File: src/tpp_pkg.sv
`timescale 1ns / 1ps
`default_nettype none

package tpp_pkg;

	// Default floor size
	localparam int GRID_ROWS_DEF = 32;
	localparam int GRID_COLS_DEF = 32;

	// Width used for position and room compares (grid edge is at most 256)
	localparam int POS_CMP_W = 9;

	// Command queue between front and back
	localparam int QDEPTH = 2;
	localparam int QPTR_W = (QDEPTH > 1) ? $clog2(QDEPTH) : 1;
	localparam int QCNT_W = $clog2(QDEPTH + 1);

	// Command codes on the func field
	localparam logic [2:0] FN_PEN_UP   = 3'd0;
	localparam logic [2:0] FN_PEN_DOWN = 3'd1;
	localparam logic [2:0] FN_TURN_R   = 3'd2;
	localparam logic [2:0] FN_TURN_L   = 3'd3;
	localparam logic [2:0] FN_MOVE     = 3'd4;
	localparam logic [2:0] FN_READ     = 3'd5;
	localparam logic [2:0] FN_CLEAR    = 3'd6;

	// Heading codes
	localparam logic [1:0] HD_EAST  = 2'd0;
	localparam logic [1:0] HD_SOUTH = 2'd1;
	localparam logic [1:0] HD_WEST  = 2'd2;
	localparam logic [1:0] HD_NORTH = 2'd3;

	// Status codes
	localparam logic ST_DONE    = 1'b0;
	localparam logic ST_REFUSED = 1'b1;

	// Operation class after decode
	typedef enum logic [2:0] {
		OP_PEN_UP   = 3'd0,
		OP_PEN_DOWN = 3'd1,
		OP_TURN_R   = 3'd2,
		OP_TURN_L   = 3'd3,
		OP_MOVE     = 3'd4,
		OP_READ     = 3'd5,
		OP_CLEAR    = 3'd6,
		OP_NOP      = 3'd7
	} tpp_op_t;

	// Input item
	typedef struct packed {
		logic [2:0] func;
		logic [7:0] step_count;
		logic [4:0] query_row;
		logic [4:0] query_col;
	} tpp_cmd_t;

	// Result item
	typedef struct packed {
		logic       status;
		logic [4:0] pos_row;
		logic [4:0] pos_col;
		logic [1:0] heading;
		logic       pen_down;
		logic       cell_value;
	} tpp_rsp_t;

	// Decoded item held in the queue
	typedef struct packed {
		tpp_op_t    op;
		logic [7:0] steps;
		logic [4:0] qrow;
		logic [4:0] qcol;
		logic       q_in_grid;
	} tpp_item_t;

	// Queue status seen by front and back
	typedef struct packed {
		logic full;
		logic empty;
	} tpp_qstat_t;

endpackage

`default_nettype wire

File: src/turtle_path_plotter_top.sv
`timescale 1ns / 1ps
`default_nettype none

// Turtle plotter on a GRID_ROWS x GRID_COLS one-bit floor. A command is taken
// when start is high and busy is low; every command gives exactly one result,
// shown on rsp for a single cycle while done is high, and the receiver must
// capture it then since it cannot hold results off. A front stage and a
// two-entry queue take commands while the back executes; busy rises only when
// both are full. The back ends pen, turn, reset and unused codes, reads outside
// the floor and refused or pen-up moves in its execute state; a read inside the
// floor adds a read-wait state, a pen-down east or west move a mark state that
// writes the span, and a pen-down north or south move marks its rows in turn,
// one floor row write per cycle on the single memory write port. The done pulse
// follows the last execution cycle. The floor is cleared through per-row flags,
// so reset and the reset command take effect at once with no clearing pass.
module turtle_path_plotter_top
	import tpp_pkg::*;
#(
	parameter int GRID_ROWS = GRID_ROWS_DEF,
	parameter int GRID_COLS = GRID_COLS_DEF
) (
	input  wire logic     clk,
	input  wire logic     arst_n,
	input  wire logic     start,
	input  wire tpp_cmd_t cmd,
	output logic          busy,
	output logic          done,
	output tpp_rsp_t      rsp
);

	tpp_qstat_t qstat;
	tpp_item_t  push_item;
	tpp_item_t  head_item;
	logic       push;
	logic       pop;

	// Accept and classify commands
	tpp_front #(
		.GRID_ROWS(GRID_ROWS),
		.GRID_COLS(GRID_COLS)
	) u_front (
		.clk   (clk),
		.arst_n(arst_n),
		.start (start),
		.cmd   (cmd),
		.busy  (busy),
		.qstat (qstat),
		.push  (push),
		.item  (push_item)
	);

	// Buffer decoded items
	tpp_fifo u_fifo (
		.clk    (clk),
		.arst_n (arst_n),
		.push   (push),
		.wr_item(push_item),
		.pop    (pop),
		.rd_item(head_item),
		.qstat  (qstat)
	);

	// Execute commands against the floor
	tpp_back #(
		.GRID_ROWS(GRID_ROWS),
		.GRID_COLS(GRID_COLS)
	) u_back (
		.clk   (clk),
		.arst_n(arst_n),
		.qstat (qstat),
		.head  (head_item),
		.pop   (pop),
		.done  (done),
		.rsp   (rsp)
	);

`ifndef SYNTHESIS
	a_pop_nonempty: assert property (@(posedge clk) disable iff (!arst_n)
		pop |-> !qstat.empty)
		else $error("queue popped while empty");

	a_push_room: assert property (@(posedge clk) disable iff (!arst_n)
		push |-> !qstat.full)
		else $error("queue pushed while full");

	a_done_pulse: assert property (@(posedge clk) disable iff (!arst_n)
		done |=> !done)
		else $error("results closer than the shortest command");

	a_pos_in_grid: assert property (@(posedge clk) disable iff (!arst_n)
		done |-> ((GRID_ROWS > 32) || (32'(rsp.pos_row) < GRID_ROWS)))
		else $error("reported row outside the floor");
`endif

endmodule

`default_nettype wire

File: src/tpp_front.sv
`timescale 1ns / 1ps
`default_nettype none

module tpp_front
	import tpp_pkg::*;
#(
	parameter int GRID_ROWS = GRID_ROWS_DEF,
	parameter int GRID_COLS = GRID_COLS_DEF
) (
	input  wire logic       clk,
	input  wire logic       arst_n,
	input  wire logic       start,
	input  wire tpp_cmd_t   cmd,
	output logic            busy,
	input  wire tpp_qstat_t qstat,
	output logic            push,
	output tpp_item_t       item
);

	logic      vld_s1;
	tpp_item_t item_s1;
	tpp_item_t dec;
	logic      take;

	// Classify the command and check the read query against the grid
	always_comb begin
		dec.steps = cmd.step_count;
		dec.qrow  = cmd.query_row;
		dec.qcol  = cmd.query_col;
		dec.q_in_grid = (POS_CMP_W'(cmd.query_row) < POS_CMP_W'(GRID_ROWS)) &&
			(POS_CMP_W'(cmd.query_col) < POS_CMP_W'(GRID_COLS));
		unique case (cmd.func)
			FN_PEN_UP:   dec.op = OP_PEN_UP;
			FN_PEN_DOWN: dec.op = OP_PEN_DOWN;
			FN_TURN_R:   dec.op = OP_TURN_R;
			FN_TURN_L:   dec.op = OP_TURN_L;
			FN_MOVE:     dec.op = OP_MOVE;
			FN_READ:     dec.op = OP_READ;
			FN_CLEAR:    dec.op = OP_CLEAR;
			default:     dec.op = OP_NOP;
		endcase
	end

	// Hold off new items only while the stage is full and cannot drain
	assign busy = vld_s1 & qstat.full;
	assign take = start & ~busy;
	assign push = vld_s1 & ~qstat.full;
	assign item = item_s1;

	// Track stage occupancy
	always_ff @(posedge clk or negedge arst_n) begin
		if (!arst_n) begin
			vld_s1 <= 1'b0;
		end else if (take) begin
			vld_s1 <= 1'b1;
		end else if (push) begin
			vld_s1 <= 1'b0;
		end
	end

	// Capture the decoded item
	always_ff @(posedge clk) begin
		if (take) begin
			item_s1 <= dec;
		end
	end

endmodule

`default_nettype wire

File: src/tpp_fifo.sv
`timescale 1ns / 1ps
`default_nettype none

module tpp_fifo
	import tpp_pkg::*;
(
	input  wire logic      clk,
	input  wire logic      arst_n,
	input  wire logic      push,
	input  wire tpp_item_t wr_item,
	input  wire logic      pop,
	output tpp_item_t      rd_item,
	output tpp_qstat_t     qstat
);

	tpp_item_t          slot_q [QDEPTH];
	logic [QPTR_W-1:0]  wr_ptr_q;
	logic [QPTR_W-1:0]  rd_ptr_q;
	logic [QCNT_W-1:0]  cnt_q;

	assign qstat.full  = (cnt_q == QCNT_W'(QDEPTH));
	assign qstat.empty = (cnt_q == '0);
	assign rd_item     = slot_q[rd_ptr_q];

	// Advance pointers and count
	always_ff @(posedge clk or negedge arst_n) begin
		if (!arst_n) begin
			wr_ptr_q <= '0;
			rd_ptr_q <= '0;
			cnt_q    <= '0;
		end else begin
			if (push) begin
				wr_ptr_q <= (wr_ptr_q == QPTR_W'(QDEPTH - 1)) ? '0 : wr_ptr_q + 1'b1;
			end
			if (pop) begin
				rd_ptr_q <= (rd_ptr_q == QPTR_W'(QDEPTH - 1)) ? '0 : rd_ptr_q + 1'b1;
			end
			if (push && !pop) begin
				cnt_q <= cnt_q + 1'b1;
			end else if (pop && !push) begin
				cnt_q <= cnt_q - 1'b1;
			end
		end
	end

	// Store the pushed item
	always_ff @(posedge clk) begin
		if (push) begin
			slot_q[wr_ptr_q] <= wr_item;
		end
	end

endmodule

`default_nettype wire

File: src/tpp_back.sv
`timescale 1ns / 1ps
`default_nettype none

module tpp_back
	import tpp_pkg::*;
#(
	parameter int GRID_ROWS = GRID_ROWS_DEF,
	parameter int GRID_COLS = GRID_COLS_DEF
) (
	input  wire logic       clk,
	input  wire logic       arst_n,
	input  wire tpp_qstat_t qstat,
	input  wire tpp_item_t  head,
	output logic            pop,
	output logic            done,
	output tpp_rsp_t        rsp
);

	localparam int ROW_W = (GRID_ROWS > 1) ? $clog2(GRID_ROWS) : 1;
	localparam int COL_W = (GRID_COLS > 1) ? $clog2(GRID_COLS) : 1;

	typedef enum logic [3:0] {
		S_IDLE   = 4'b0001,
		S_EXEC   = 4'b0010,
		S_RDWAIT = 4'b0100,
		S_MARK   = 4'b1000
	} tpp_state_t;

	tpp_state_t state_q, state_d;

	// Turtle and command registers
	tpp_item_t          cur_q;
	logic [ROW_W-1:0]   row_q, row_d;
	logic [COL_W-1:0]   col_q, col_d;
	logic [1:0]         head_q, head_d;
	logic               pen_q, pen_d;
	logic [ROW_W-1:0]   walk_q, walk_d;
	logic [7:0]         left_q, left_d;

	// Floor memory, one row per entry, with per-row valid flags
	logic [GRID_COLS-1:0] floor_mem [GRID_ROWS];
	logic [GRID_ROWS-1:0] row_vld_q;
	logic [GRID_COLS-1:0] rd_q;
	logic                 rd_ok_q;

	logic                 rd_en, wr_en, clr_all;
	logic [ROW_W-1:0]     rd_addr, wr_addr;
	logic [GRID_COLS-1:0] wr_data;
	logic [GRID_COLS-1:0] eff_row, colbit, span;

	logic                 emit, status_d, cell_d;
	logic [POS_CMP_W-1:0] room;
	logic                 refuse, horiz;
	logic [COL_W-1:0]     end_col, lo_col, hi_col;
	logic [ROW_W-1:0]     end_row, next_walk;

	tpp_rsp_t rsp_q;
	logic     done_q;

	assign pop     = (state_q == S_IDLE) && !qstat.empty;
	assign eff_row = rd_ok_q ? rd_q : '0;
	assign horiz   = (head_q == HD_EAST) || (head_q == HD_WEST);

	// Room left before the edge and end position of the move
	always_comb begin
		case (head_q)
			HD_EAST:  room = POS_CMP_W'(GRID_COLS - 1) - POS_CMP_W'(col_q);
			HD_SOUTH: room = POS_CMP_W'(GRID_ROWS - 1) - POS_CMP_W'(row_q);
			HD_WEST:  room = POS_CMP_W'(col_q);
			default:  room = POS_CMP_W'(row_q);
		endcase
		refuse = POS_CMP_W'(cur_q.steps) > room;
		if (head_q == HD_EAST) begin
			end_col = COL_W'(POS_CMP_W'(col_q) + POS_CMP_W'(cur_q.steps));
		end else begin
			end_col = COL_W'(POS_CMP_W'(col_q) - POS_CMP_W'(cur_q.steps));
		end
		if (head_q == HD_SOUTH) begin
			end_row = ROW_W'(POS_CMP_W'(row_q) + POS_CMP_W'(cur_q.steps));
		end else begin
			end_row = ROW_W'(POS_CMP_W'(row_q) - POS_CMP_W'(cur_q.steps));
		end
		next_walk = (head_q == HD_SOUTH) ? walk_q + 1'b1 : walk_q - 1'b1;
	end

	// Build the column span of a horizontal stroke and the single column bit
	always_comb begin
		lo_col = (head_q == HD_EAST) ? col_q : end_col;
		hi_col = (head_q == HD_EAST) ? end_col : col_q;
		colbit = '0;
		colbit[col_q] = 1'b1;
		for (int j = 0; j < GRID_COLS; j++) begin
			span[j] = (COL_W'(j) >= lo_col) && (COL_W'(j) <= hi_col);
		end
	end

	// Sequence the current command
	always_comb begin
		state_d  = state_q;
		row_d    = row_q;
		col_d    = col_q;
		head_d   = head_q;
		pen_d    = pen_q;
		walk_d   = walk_q;
		left_d   = left_q;
		emit     = 1'b0;
		status_d = ST_DONE;
		cell_d   = 1'b0;
		rd_en    = 1'b0;
		rd_addr  = row_q;
		wr_en    = 1'b0;
		wr_addr  = walk_q;
		wr_data  = eff_row | colbit;
		clr_all  = 1'b0;
		unique case (state_q)
			S_IDLE: begin
				if (pop) begin
					state_d = S_EXEC;
				end
			end
			S_EXEC: begin
				state_d = S_IDLE;
				emit    = 1'b1;
				case (cur_q.op)
					OP_PEN_UP:   pen_d  = 1'b0;
					OP_PEN_DOWN: pen_d  = 1'b1;
					OP_TURN_R:   head_d = head_q + 2'd1;
					OP_TURN_L:   head_d = head_q + 2'd3;
					OP_CLEAR: begin
						row_d   = '0;
						col_d   = '0;
						head_d  = HD_EAST;
						pen_d   = 1'b0;
						clr_all = 1'b1;
					end
					OP_READ: begin
						if (cur_q.q_in_grid) begin
							rd_en   = 1'b1;
							rd_addr = ROW_W'(cur_q.qrow);
							emit    = 1'b0;
							state_d = S_RDWAIT;
						end
					end
					OP_MOVE: begin
						if (refuse) begin
							status_d = ST_REFUSED;
						end else if (!pen_q) begin
							if (horiz) begin
								col_d = end_col;
							end else begin
								row_d = end_row;
							end
						end else begin
							// open the stroke at the start row
							rd_en   = 1'b1;
							rd_addr = row_q;
							walk_d  = row_q;
							left_d  = cur_q.steps;
							emit    = 1'b0;
							state_d = S_MARK;
						end
					end
					default: ;
				endcase
			end
			S_RDWAIT: begin
				state_d = S_IDLE;
				emit    = 1'b1;
				cell_d  = eff_row[COL_W'(cur_q.qcol)];
			end
			S_MARK: begin
				wr_en = 1'b1;
				if (horiz) begin
					// mark the whole span of the row at once
					wr_data = eff_row | span;
					col_d   = end_col;
					emit    = 1'b1;
					state_d = S_IDLE;
				end else if (left_q != '0) begin
					// mark this row and fetch the next one
					rd_en   = 1'b1;
					rd_addr = next_walk;
					walk_d  = next_walk;
					left_d  = left_q - 1'b1;
				end else begin
					row_d   = walk_q;
					emit    = 1'b1;
					state_d = S_IDLE;
				end
			end
			default: state_d = S_IDLE;
		endcase
	end

	// Update control and turtle state
	always_ff @(posedge clk or negedge arst_n) begin
		if (!arst_n) begin
			state_q   <= S_IDLE;
			row_q     <= '0;
			col_q     <= '0;
			head_q    <= HD_EAST;
			pen_q     <= 1'b0;
			row_vld_q <= '0;
			done_q    <= 1'b0;
		end else begin
			state_q <= state_d;
			row_q   <= row_d;
			col_q   <= col_d;
			head_q  <= head_d;
			pen_q   <= pen_d;
			done_q  <= emit;
			if (clr_all) begin
				row_vld_q <= '0;
			end else if (wr_en) begin
				row_vld_q[wr_addr] <= 1'b1;
			end
		end
	end

	// Hold command payload, walk counters and the result
	always_ff @(posedge clk) begin
		if (pop) begin
			cur_q <= head;
		end
		walk_q <= walk_d;
		left_q <= left_d;
		if (emit) begin
			rsp_q.status     <= status_d;
			rsp_q.pos_row    <= 5'(row_d);
			rsp_q.pos_col    <= 5'(col_d);
			rsp_q.heading    <= head_d;
			rsp_q.pen_down   <= pen_d;
			rsp_q.cell_value <= cell_d;
		end
	end

	// Floor memory write port
	always_ff @(posedge clk) begin
		if (wr_en) begin
			floor_mem[wr_addr] <= wr_data;
		end
	end

	// Floor memory read port, with the row flag sampled alongside
	always_ff @(posedge clk) begin
		if (rd_en) begin
			rd_q    <= floor_mem[rd_addr];
			rd_ok_q <= row_vld_q[rd_addr];
		end
	end

	assign done = done_q;
	assign rsp  = rsp_q;

endmodule

`default_nettype wire

File: config.mk
export PLATFORM = sky130hd
export DESIGN_NAME = turtle_path_plotter_top
export DESIGN_NICKNAME = d
export VERILOG_FILES = /design/src/tpp_pkg.sv /design/src/turtle_path_plotter_top.sv /design/src/tpp_front.sv /design/src/tpp_fifo.sv /design/src/tpp_back.sv
export SDC_FILE = /design/constraint.sdc
export NUM_CORES = 2
export LEC_CHECK = 0
export BUFFER_PORTS_ARGS = -buffer_cell sky130_fd_sc_hd__buf_4
export CAP_MARGIN = 15
export CORE_MARGIN = 2
export CORE_UTILIZATION = 57
export DETAILED_ROUTE_END_ITERATION = 8
export PLACE_DENSITY = 0.81
export SYNTH_ARGS = -nofsm -noshare
export SYNTH_HDL_FRONTEND = slang
export SYNTH_HIERARCHICAL = 1
export SYNTH_SLANG_ARGS = --single-unit
File: constraint.sdc
create_clock -name clk -period 4.9 [get_ports clk]
set_clock_uncertainty 0.15 [all_clocks]
set_input_delay 0.735 -clock clk [delete_from_list [all_inputs] [get_ports clk]]
set_output_delay 0.735 -clock clk [all_outputs]
set_load 0.01 [all_outputs]
Word level (Yosys, flattened, before mapping)
Memory sizes are Yosys's and may differ from the RTL's. A register that Yosys moved wholly into a read port is not among the register bits. Cells that the tools add are included.

Add/sub/neg operators: 15. Order comparisons: 71. Eq/ne operators: 26. Muxes and demuxes: 89. Bitwise logic cells: 8. Reductions and logical operators: 54.

Operators by type and width (number): two-way mux 32 bit (5); two-way mux 5 bit (22); OR 32 bit (3); greater-or-equal comparator 5 bit, first input constant (16); less-or-equal comparator 5 bit, first input constant (16); one-hot mux 5 bit (2 select lines) (6); greater-or-equal comparator 4 x 5 -> 1 bit, first input constant (8); less-or-equal comparator 4 x 5 -> 1 bit, first input constant (8); two-way mux 8 bit (5); logical AND 1 bit (37); two-way mux 1 bit (27); one-hot mux 9 bit (3 select lines) (1); < comparator 5 x 6 -> 1 bit, second input constant (4); one-hot mux 3 bit (7 select lines) (1); greater-or-equal comparator 3 x 5 -> 1 bit, first input constant (4); less-or-equal comparator 3 x 5 -> 1 bit, first input constant (4); two-way mux 4 bit (5); equality test 3 bit, second input constant (6); one-hot mux 8 bit (2 select lines) (1); equality test 3 x 2 -> 1 bit, second input constant (4); one-hot mux 4 bit (3 select lines) (1); subtractor 5 x 5 -> 6 bit, first input constant (2); adder 5 bit (2); binary-select mux 1 bit (select 5 bit) (2); other kinds (42) (73).

Register bits after elaboration: 106. Bits in writable memories: 1066. Input bits: 24. Output and inout bits: 17. Logic and storage cells: 290. Memories: 2.

Memory list: u_back.floor_mem (depth 32, bits a word 32, rd ports 1, clocked after memory_dff 1, wr ports 1, RTL line tpp_back.sv:41) `logic [GRID_COLS-1:0] floor_mem [GRID_ROWS];`; u_fifo.slot_q (depth 2, bits a word 21, rd ports 1, clocked after memory_dff 1, wr ports 1, RTL line tpp_fifo.sv:16) `tpp_item_t slot_q [QDEPTH];`.

Logic depth before layout (Yosys ltp)
Depth after elaboration: 8. Depth in mapped cells: 17. Depth with buffers taken out: 14.

By module
Netlist, hierarchy kept.

By module, submodules not included: tpp_back (instances 1, cells an instance 3294, area each 47604.4 um^2, sequential area each 34494.3 um^2); tpp_fifo (instances 1, cells an instance 84, area each 1778.0 um^2, sequential area each 1421.4 um^2); tpp_front (instances 1, cells an instance 31, area each 710.7 um^2, sequential area each 655.6 um^2).

Worst setup path before layout
OpenSTA, ideal clock, no wires.

Path kind: flip-flop to flip-flop. From: reg u_back.head_q[0]. To: mem u_back/floor_mem[0][9] (netlist name), data pin. Library setup time: 0.467 ns. Arrival: 4.628 ns. Required time: 4.283 ns. Path slack: -0.345 ns. Stages on the path, launching flop included: 18. Buffers on the path: 4. Clock period less this slack: 5.245 ns. Cells stage by stage: dfrtp_1 > buf_1 > or2_2 > clkbuf_1 > clkbuf_1 > nand2_1 > o21ai_0 > inv_1 > fa_1 > inv_1 > a21o_1 > a21oi_1 > xnor2_1 > mux2i_1 > nor2_1 > clkbuf_1 > a21oi_1 > o31ai_1.

Word-level cells in the longest chain between the ends: 8. Elaborated cells on any way between the ends: 12. Classes of those cells: order compare (2); eq/ne (1); mux (5); bitwise (1); reduce/logical (3).

Ends and longest elaborated chain: from (decl) (RTL line tpp_back.sv:35) `logic [1:0] head_q, head_d;`; from (signal assigned) (RTL line tpp_back.sv:201) `head_q <= HD_EAST;`; from (signal assigned) (RTL line tpp_back.sv:209) `head_q <= head_d;`; zero test 2 bit; two-way mux 5 bit (RTL line tpp_back.sv:73) `if (head_q == HD_EAST) begin`; two-way mux 5 bit (on tied branches) (RTL line tpp_back.sv:88, tpp_back.sv:89); greater-or-equal comparator 4 x 5 -> 1 bit or less-or-equal comparator 4 x 5 -> 1 bit (tied branches) (RTL line tpp_back.sv:93) `span[j] = (COL_W'(j) >= lo_col) && (COL_W'(j) <= hi_col);`; logical AND 1 bit (RTL line tpp_back.sv:93); OR 32 bit (RTL line tpp_back.sv:175) `wr_data = eff_row | span;`; two-way mux 32 bit * (RTL line tpp_back.sv:173) `if (horiz) begin`; two-way mux 32 bit * (RTL line tpp_back.sv:115) `unique case (state_q)`; net u_back.wr_data[9] (RTL line tpp_back.sv:48) `logic [GRID_COLS-1:0] wr_data;`; to (decl) (RTL line tpp_back.sv:41).

Mark *: on every way through the listed nets, which the timed path passes. The rest lies on a longest branch.

Final worst setup path
From: reg u_back.left_q[0]. To: reg u_back.rd_q[13] (read register of u_back.floor_mem), data pin.

Word-level cells in the longest chain between the ends: 4. Elaborated cells on any way between the ends: 7. Classes of those cells: mux (6); reduce/logical (1).

Ends and longest elaborated chain: from (decl) (RTL line tpp_back.sv:38) `logic [7:0] left_q, left_d;`; from (signal assigned) (RTL line tpp_back.sv:226) `left_q <= left_d;`; nonzero test 8 bit * (RTL line tpp_back.sv:179) `end else if (left_q != '0) begin`; two-way mux 5 bit or two-way mux 1 bit (tied branches) (RTL line tpp_back.sv:179); two-way mux 5 bit or two-way mux 1 bit (tied branches) (RTL line tpp_back.sv:173); one-hot mux 5 bit (2 select lines) or one-hot mux 1 bit (2 select lines) (tied branches) (RTL line tpp_back.sv:115); to (decl) (RTL line tpp_back.sv:43) `logic [GRID_COLS-1:0] rd_q;`.

Every way passes the cells marked *; elsewhere a longest branch is shown, timed or not. A chain may end at the register's enable or synchronous reset.

==> out/metrics.sh <==
R2R_SLACK_PS=150
R2R_CELL_COUNT=10
SYNTHFLOPTYPE='sky130_fd_sc_hd__edfxtp_1'
POWER.SHARE.SEQUENTIAL_PCT=48.1
DOMINANT_COMBINATIONAL_CELL_FAMILY_BY_AREA_AFTER_SYNTHESIS='compound AO/OA/AOI/OAI gates'
NUMBER_OF_CTS_INSERTED_BUFFERS=114
HOLDPATHSTAGES=1
VIAS=32400
SYNTHDISTINCTLIBCELLS=76
GR-MAX-USAGE-LAYER='met2'
CRITICAL_PATH.STARTPOINT='u_back/left_q[0]$_DFFE_PP_'
DRIVE_GT1_SHARE_PCT=14.8
CRITICAL_PATH_ARRIVAL_PS=4970
POST_SYNTH_XOR_AREA_FRACTION_PCT=0.577
GROUTE.LAYER.MET3.USAGE_PCT=8.22
FINAL-INSTANCE-COUNT-EXCL-FILL=4725
POWER_FRAC_COMB_PCT=17.2
SYNTH_FP_NETS=3455
CLK-INSERTION-DELAY-LATE_PS=700
TIMING_MAX_TRANSITION_VIOLATIONS_FINAL=119
PART_OF_THE_YOSYS_AREA_USED_FOR_SEQUENTIAL_ELEMENTS_PCT=73.0
CP_MAX_FO=59
POWER.STATIC_LEAKAGE_nW=19.2
GRT_UTIL_MET2_PCT=46.8
HOLD_END='u_front/item[9]$_DFFE_PP_'
FMAXACHIEVABLE_MHz=211
WIRE_LENGTH_OF_THE_FIRST_GLOBAL_ROUTING_PASS_MM=202
HOLD_CLASS='input pin to flop'
HTREE_LEVELS=3
TOTAL_ROUTING_USAGE_REPORTED_BY_GLOBAL_ROUTING_PCT=30.2
FIN_SETUP_TNS_PS=0
WIRELENGTH_ROUTED_MM=137
SYNTHMUXAREASHARE_PCT=3.44
FINAL.FILL_COUNT=5641
WORST_R2R_STARTPOINT='u_back/left_q[0]$_DFFE_PP_'
INTPOWER_mW=18.7
TOTAL_SWITCHING_POWER_mW=7.12
SHARE_CLK_OF_TOTAL_POWER_PCT=34.7
CTS_ROOT_BUFFER='sky130_fd_sc_hd__clkbuf_16'
AVGROUTEDWIREPERCELL_UM=29.0
STATUS='finished, violations left'
CLOCK_SINKS=1227
MAX-VDD-IR-DROP_mV=0.358
HOLD_START='cmd[8]'
ANTENNA_FOUND_INITIAL=5
FINALSETUPVIOLATIONS=0
VIAS_PER_CELL=6.86
CHIPHEIGHT_UM=300
CRITICAL_PATH.REG2REG.ENDPOINT='u_back/rd_q[13]$_DFFE_PP_'
FINALCOREUTILIZATION_PCT=65.3
ASYNC_RESET_FF_SHARE_PCT=4.48
FINALWEIGHTEDCONGESTION=0.988
CTS_SETUP_BUFFERS=0
GRT_OVERFLOW=0
PORT_BUFFERS=40
P_PER_AREA_mW_PER_MM2=456
DRV.MAX_CAP_VIOLATION_COUNT=0
DRT_FIRST_ITER_VIOLATIONS=4852
MAX-SLEW-MARGIN-REL_PCT=-14.6
FINALCRITPERIODSHARE_PCT=96.8
SYNTHCELLS=3409
FINAL_NETS=3520
SYN-MEAN-INSTANCE-AREA_UM2=14.7
ANT_NETS=0
TRITONCTS='yes'
GRT_PASS1_VIAS=31500
TIMING.CRITICAL_PATH.TO_TYPE='flop'
GLOBAL_ROUTE.USAGE.MET1_PCT=39.6
FINAL_HPWL_DP_MM=76.2
POSTSYNTHREGISTERBITS=1227
FLOW.AREA_GROWTH_FROM_SYNTHESIS_PCT=13.2
DIE_W_UM=300
SYNTH_ADDER_AREA_SHARE_PCT=0.594
FLOORPLAN.ROWS=108
POST_SYNTH_INSTANCE_AREA_MM2=0.0501
CTS.PATH.MAX_BUFFERS=3
PLACE_INST=4508
DRT-PASS1-ITER-COUNT=8
SYNTH_EDF_COUNT=1172
INITIAL_UTILIZATION_PCT=57.7
MAX_SLEW.WORST_PIN.SLEW_PS=1720
POWER.SWITCHING_FRACTION_PCT=27.6
CORE-AREA_MM2=0.0869
FINALCRITICALPERIOD_PS=4750
POST-ROUTE-DRC-COUNT=0
POST_SYNTH_AND_OR_NAND_NOR_AREA_FRACTION_PCT=9.23
FINAL-HOLD-VIOLATION-COUNT=0
YOSYSWARNINGCOUNT=6
DESIGN.DIE.AREA_MM2=0.0903
FAILED_CHECKS='slew limit'
SETUP.WORST_PATH.START_CLASS='flop'
SYNTHDOMINANTCELLAREASHARE_PCT=70.3
GRT_SETUP_UNREPAIRED='no'
REQUIRED_PS=5130
YOSYS-TOP-CELLS-AREA='sky130_fd_sc_hd__edfxtp_1, sky130_fd_sc_hd__a211oi_1, sky130_fd_sc_hd__and3_1'
IOPINCOUNT=41
MAXIMUM_NUMBER_OF_PINS_ON_ONE_NET_BEFORE_GLOBAL_ROUTE_REPAIR=265
NETLIST.TOP_CELL.BY_AREA='sky130_fd_sc_hd__edfxtp_1'
WORST_SETUP_HOLD_PATH_CLK_SLEW_PS=70
TIMING.SETUP.CRITICAL_PATH_CLASS='flop to flop'
SYNTH_COMPOUND_GATE_AREA_SHARE_PCT=10.9
[cell type report]
| class | instances | area [um^2] | share of cell area, % |
|---|---|---|---|
| repair buffers | 200 | 1930 | 3.40 |
| well taps | 1155 | 1450 | 2.55 |
| multi-input cells | 1909 | 12900 | 22.8 |
| flip-flops and latches | 1227 | 36600 | 64.5 |
| clock inverters | 77 | 821 | 1.45 |
| diodes | 1 | 2.50 | 0.00441 |
| clock buffers | 134 | 2950 | 5.20 |
| inverters | 22 | 82.6 | 0.146 |
[worst max-delay path by stage]
| stage | endpoint | depth (start not counted) |
|---|---|---|
| after floorplan | u_back/floor_mem[0][6]$_DFFE_PP_ | 16 |
| after global placement | u_back/rd_q[13]$_DFFE_PP_ | 11 |
| after CTS | u_back/rd_q[13]$_DFFE_PP_ | 11 |
| after detailed placement | u_back/rd_q[13]$_DFFE_PP_ | 11 |
| final | u_back/rd_q[13]$_DFFE_PP_ | 10 |
| after global routing | u_back/rd_q[13]$_DFFE_PP_ | 11 |
[timing repair]
item | in CTS | in global routing
hold buffers | 1 | 0
hold endpoints to repair | 49 | 0
setup endpoints to repair | 0 | 1
resized for setup | 0 | 1
[synth_stat cells, types with 4 or more instances]
master,number
sky130_fd_sc_hd__a2111oi_0,14
sky130_fd_sc_hd__a2111oi_1,18
sky130_fd_sc_hd__a211oi_1,297
sky130_fd_sc_hd__a21o_1,10
sky130_fd_sc_hd__a21oi_1,55
sky130_fd_sc_hd__a221o_1,36
sky130_fd_sc_hd__a22o_1,4
sky130_fd_sc_hd__a32oi_1,33
sky130_fd_sc_hd__and3_1,271
sky130_fd_sc_hd__buf_1,19
sky130_fd_sc_hd__buf_2,62
sky130_fd_sc_hd__buf_4,6
sky130_fd_sc_hd__clkbuf_1,161
sky130_fd_sc_hd__dfrtp_1,54
sky130_fd_sc_hd__edfxtp_1,1172
sky130_fd_sc_hd__ha_1,19
sky130_fd_sc_hd__inv_1,21
sky130_fd_sc_hd__mux2_2,56
sky130_fd_sc_hd__mux2i_1,81
sky130_fd_sc_hd__mux4_2,12
sky130_fd_sc_hd__nand2_1,349
sky130_fd_sc_hd__nand2b_1,6
sky130_fd_sc_hd__nand3_1,115
sky130_fd_sc_hd__nand3b_1,7
sky130_fd_sc_hd__nand4_1,34
sky130_fd_sc_hd__nor2_1,88
sky130_fd_sc_hd__nor2b_1,5
sky130_fd_sc_hd__nor3_1,13
sky130_fd_sc_hd__nor4_1,4
sky130_fd_sc_hd__o211ai_1,21
sky130_fd_sc_hd__o21a_1,34
sky130_fd_sc_hd__o21ai_0,205
sky130_fd_sc_hd__o221ai_1,20
sky130_fd_sc_hd__o31ai_1,5
sky130_fd_sc_hd__or3_1,7
sky130_fd_sc_hd__or3b_2,4
sky130_fd_sc_hd__xnor2_1,19
sky130_fd_sc_hd__xor2_1,14
[registers in the layout, summed over array words and instances (netlist names), 2 cells and up]
register,cells
u_back/row_q,5
u_fifo/slot_q,44
u_fifo/cnt_q,2
u_back/floor_mem,1024
u_back/walk_q,5
u_back/left_q,8
u_back/state_q,4
u_back/rsp,15
u_front/item,21
u_back/col_q,5
u_back/rd_q,32
u_back/row_vld_q,32
u_back/head_q,2
u_back/cur_q,22
[kinds of logic after synthesis]
family                     count (synthesis)
AOI/OAI and AO/OA                        775
and+or+nand+nor                          928
other                                      1
muxes                                    150
buffers and inverters                    273
DFF                                     1227
adders and majority gates                 22
xor gates and xnor gates                  33
[metrics by stage]
stage / worst slack (ps) / power, mW / hold WS (ps) / area (um^2)
final: 155 / 25.8 / 67.0 / 56700
after global routing: 3.87 / 26.6 / 44.7 / 56700
after CTS: 164 / 25.7 / 30.0 / 56600
after detailed placement: 181 / 16.9 / 287 / 52800
after global placement: 322 / 16.8 / 274 / 52800
after floorplan: 131 / 15.2 / 271 / 50100
[power by group through the flow]
stage	Sequential, mW	Clock [mW]	Combinational [mW]
after floorplan	12.4	0	2.80
after detailed placement	12.6	0	4.22
after global placement	12.6	0	4.13
after CTS	12.4	9.01	4.26
final	12.4	8.95	4.45
after global routing	12.5	9.40	4.73
[critical path, stage by stage (launching register included)]
cell and delay (ps):
sky130_fd_sc_hd__edfxtp_1 430, sky130_fd_sc_hd__inv_1 100, sky130_fd_sc_hd__ha_1 260, sky130_fd_sc_hd__or4b_2 620
sky130_fd_sc_hd__nor3_1 440, sky130_fd_sc_hd__o21ai_4 180, sky130_fd_sc_hd__nand2_8 410, sky130_fd_sc_hd__mux2_2 420
sky130_fd_sc_hd__a221o_1 300, sky130_fd_sc_hd__a2111oi_1 840, sky130_fd_sc_hd__a211oi_1 110
[layer usage]
| metal | part of all wire, % | wire length (um) |
|---|---|---|
| met5 | 0.023 | 31 |
| met4 | 5.3 | 7280 |
| met3 | 13 | 17700 |
| met2 | 47 | 63800 |
| met1 | 35 | 48200 |
[cell usage in the layout (no fill, tap or decap), types with 37 or more instances in the layout]
| cell type | count |
|---|---|
| sky130_fd_sc_hd__and3_1 | 270 |
| sky130_fd_sc_hd__mux2i_1 | 81 |
| sky130_fd_sc_hd__dfrtp_1 | 54 |
| sky130_fd_sc_hd__nand2_1 | 349 |
| sky130_fd_sc_hd__edfxtp_1 | 1172 |
| sky130_fd_sc_hd__nor2_1 | 51 |
| sky130_fd_sc_hd__a211oi_1 | 297 |
| sky130_fd_sc_hd__a21oi_1 | 54 |
| sky130_fd_sc_hd__buf_4 | 165 |
| sky130_fd_sc_hd__mux2_2 | 56 |
| sky130_fd_sc_hd__clkbuf_16 | 115 |
| sky130_fd_sc_hd__o21ai_0 | 204 |
| sky130_fd_sc_hd__nand3_1 | 114 |
| sky130_fd_sc_hd__nor2_4 | 37 |
Power figures use the tool's default switching activity.
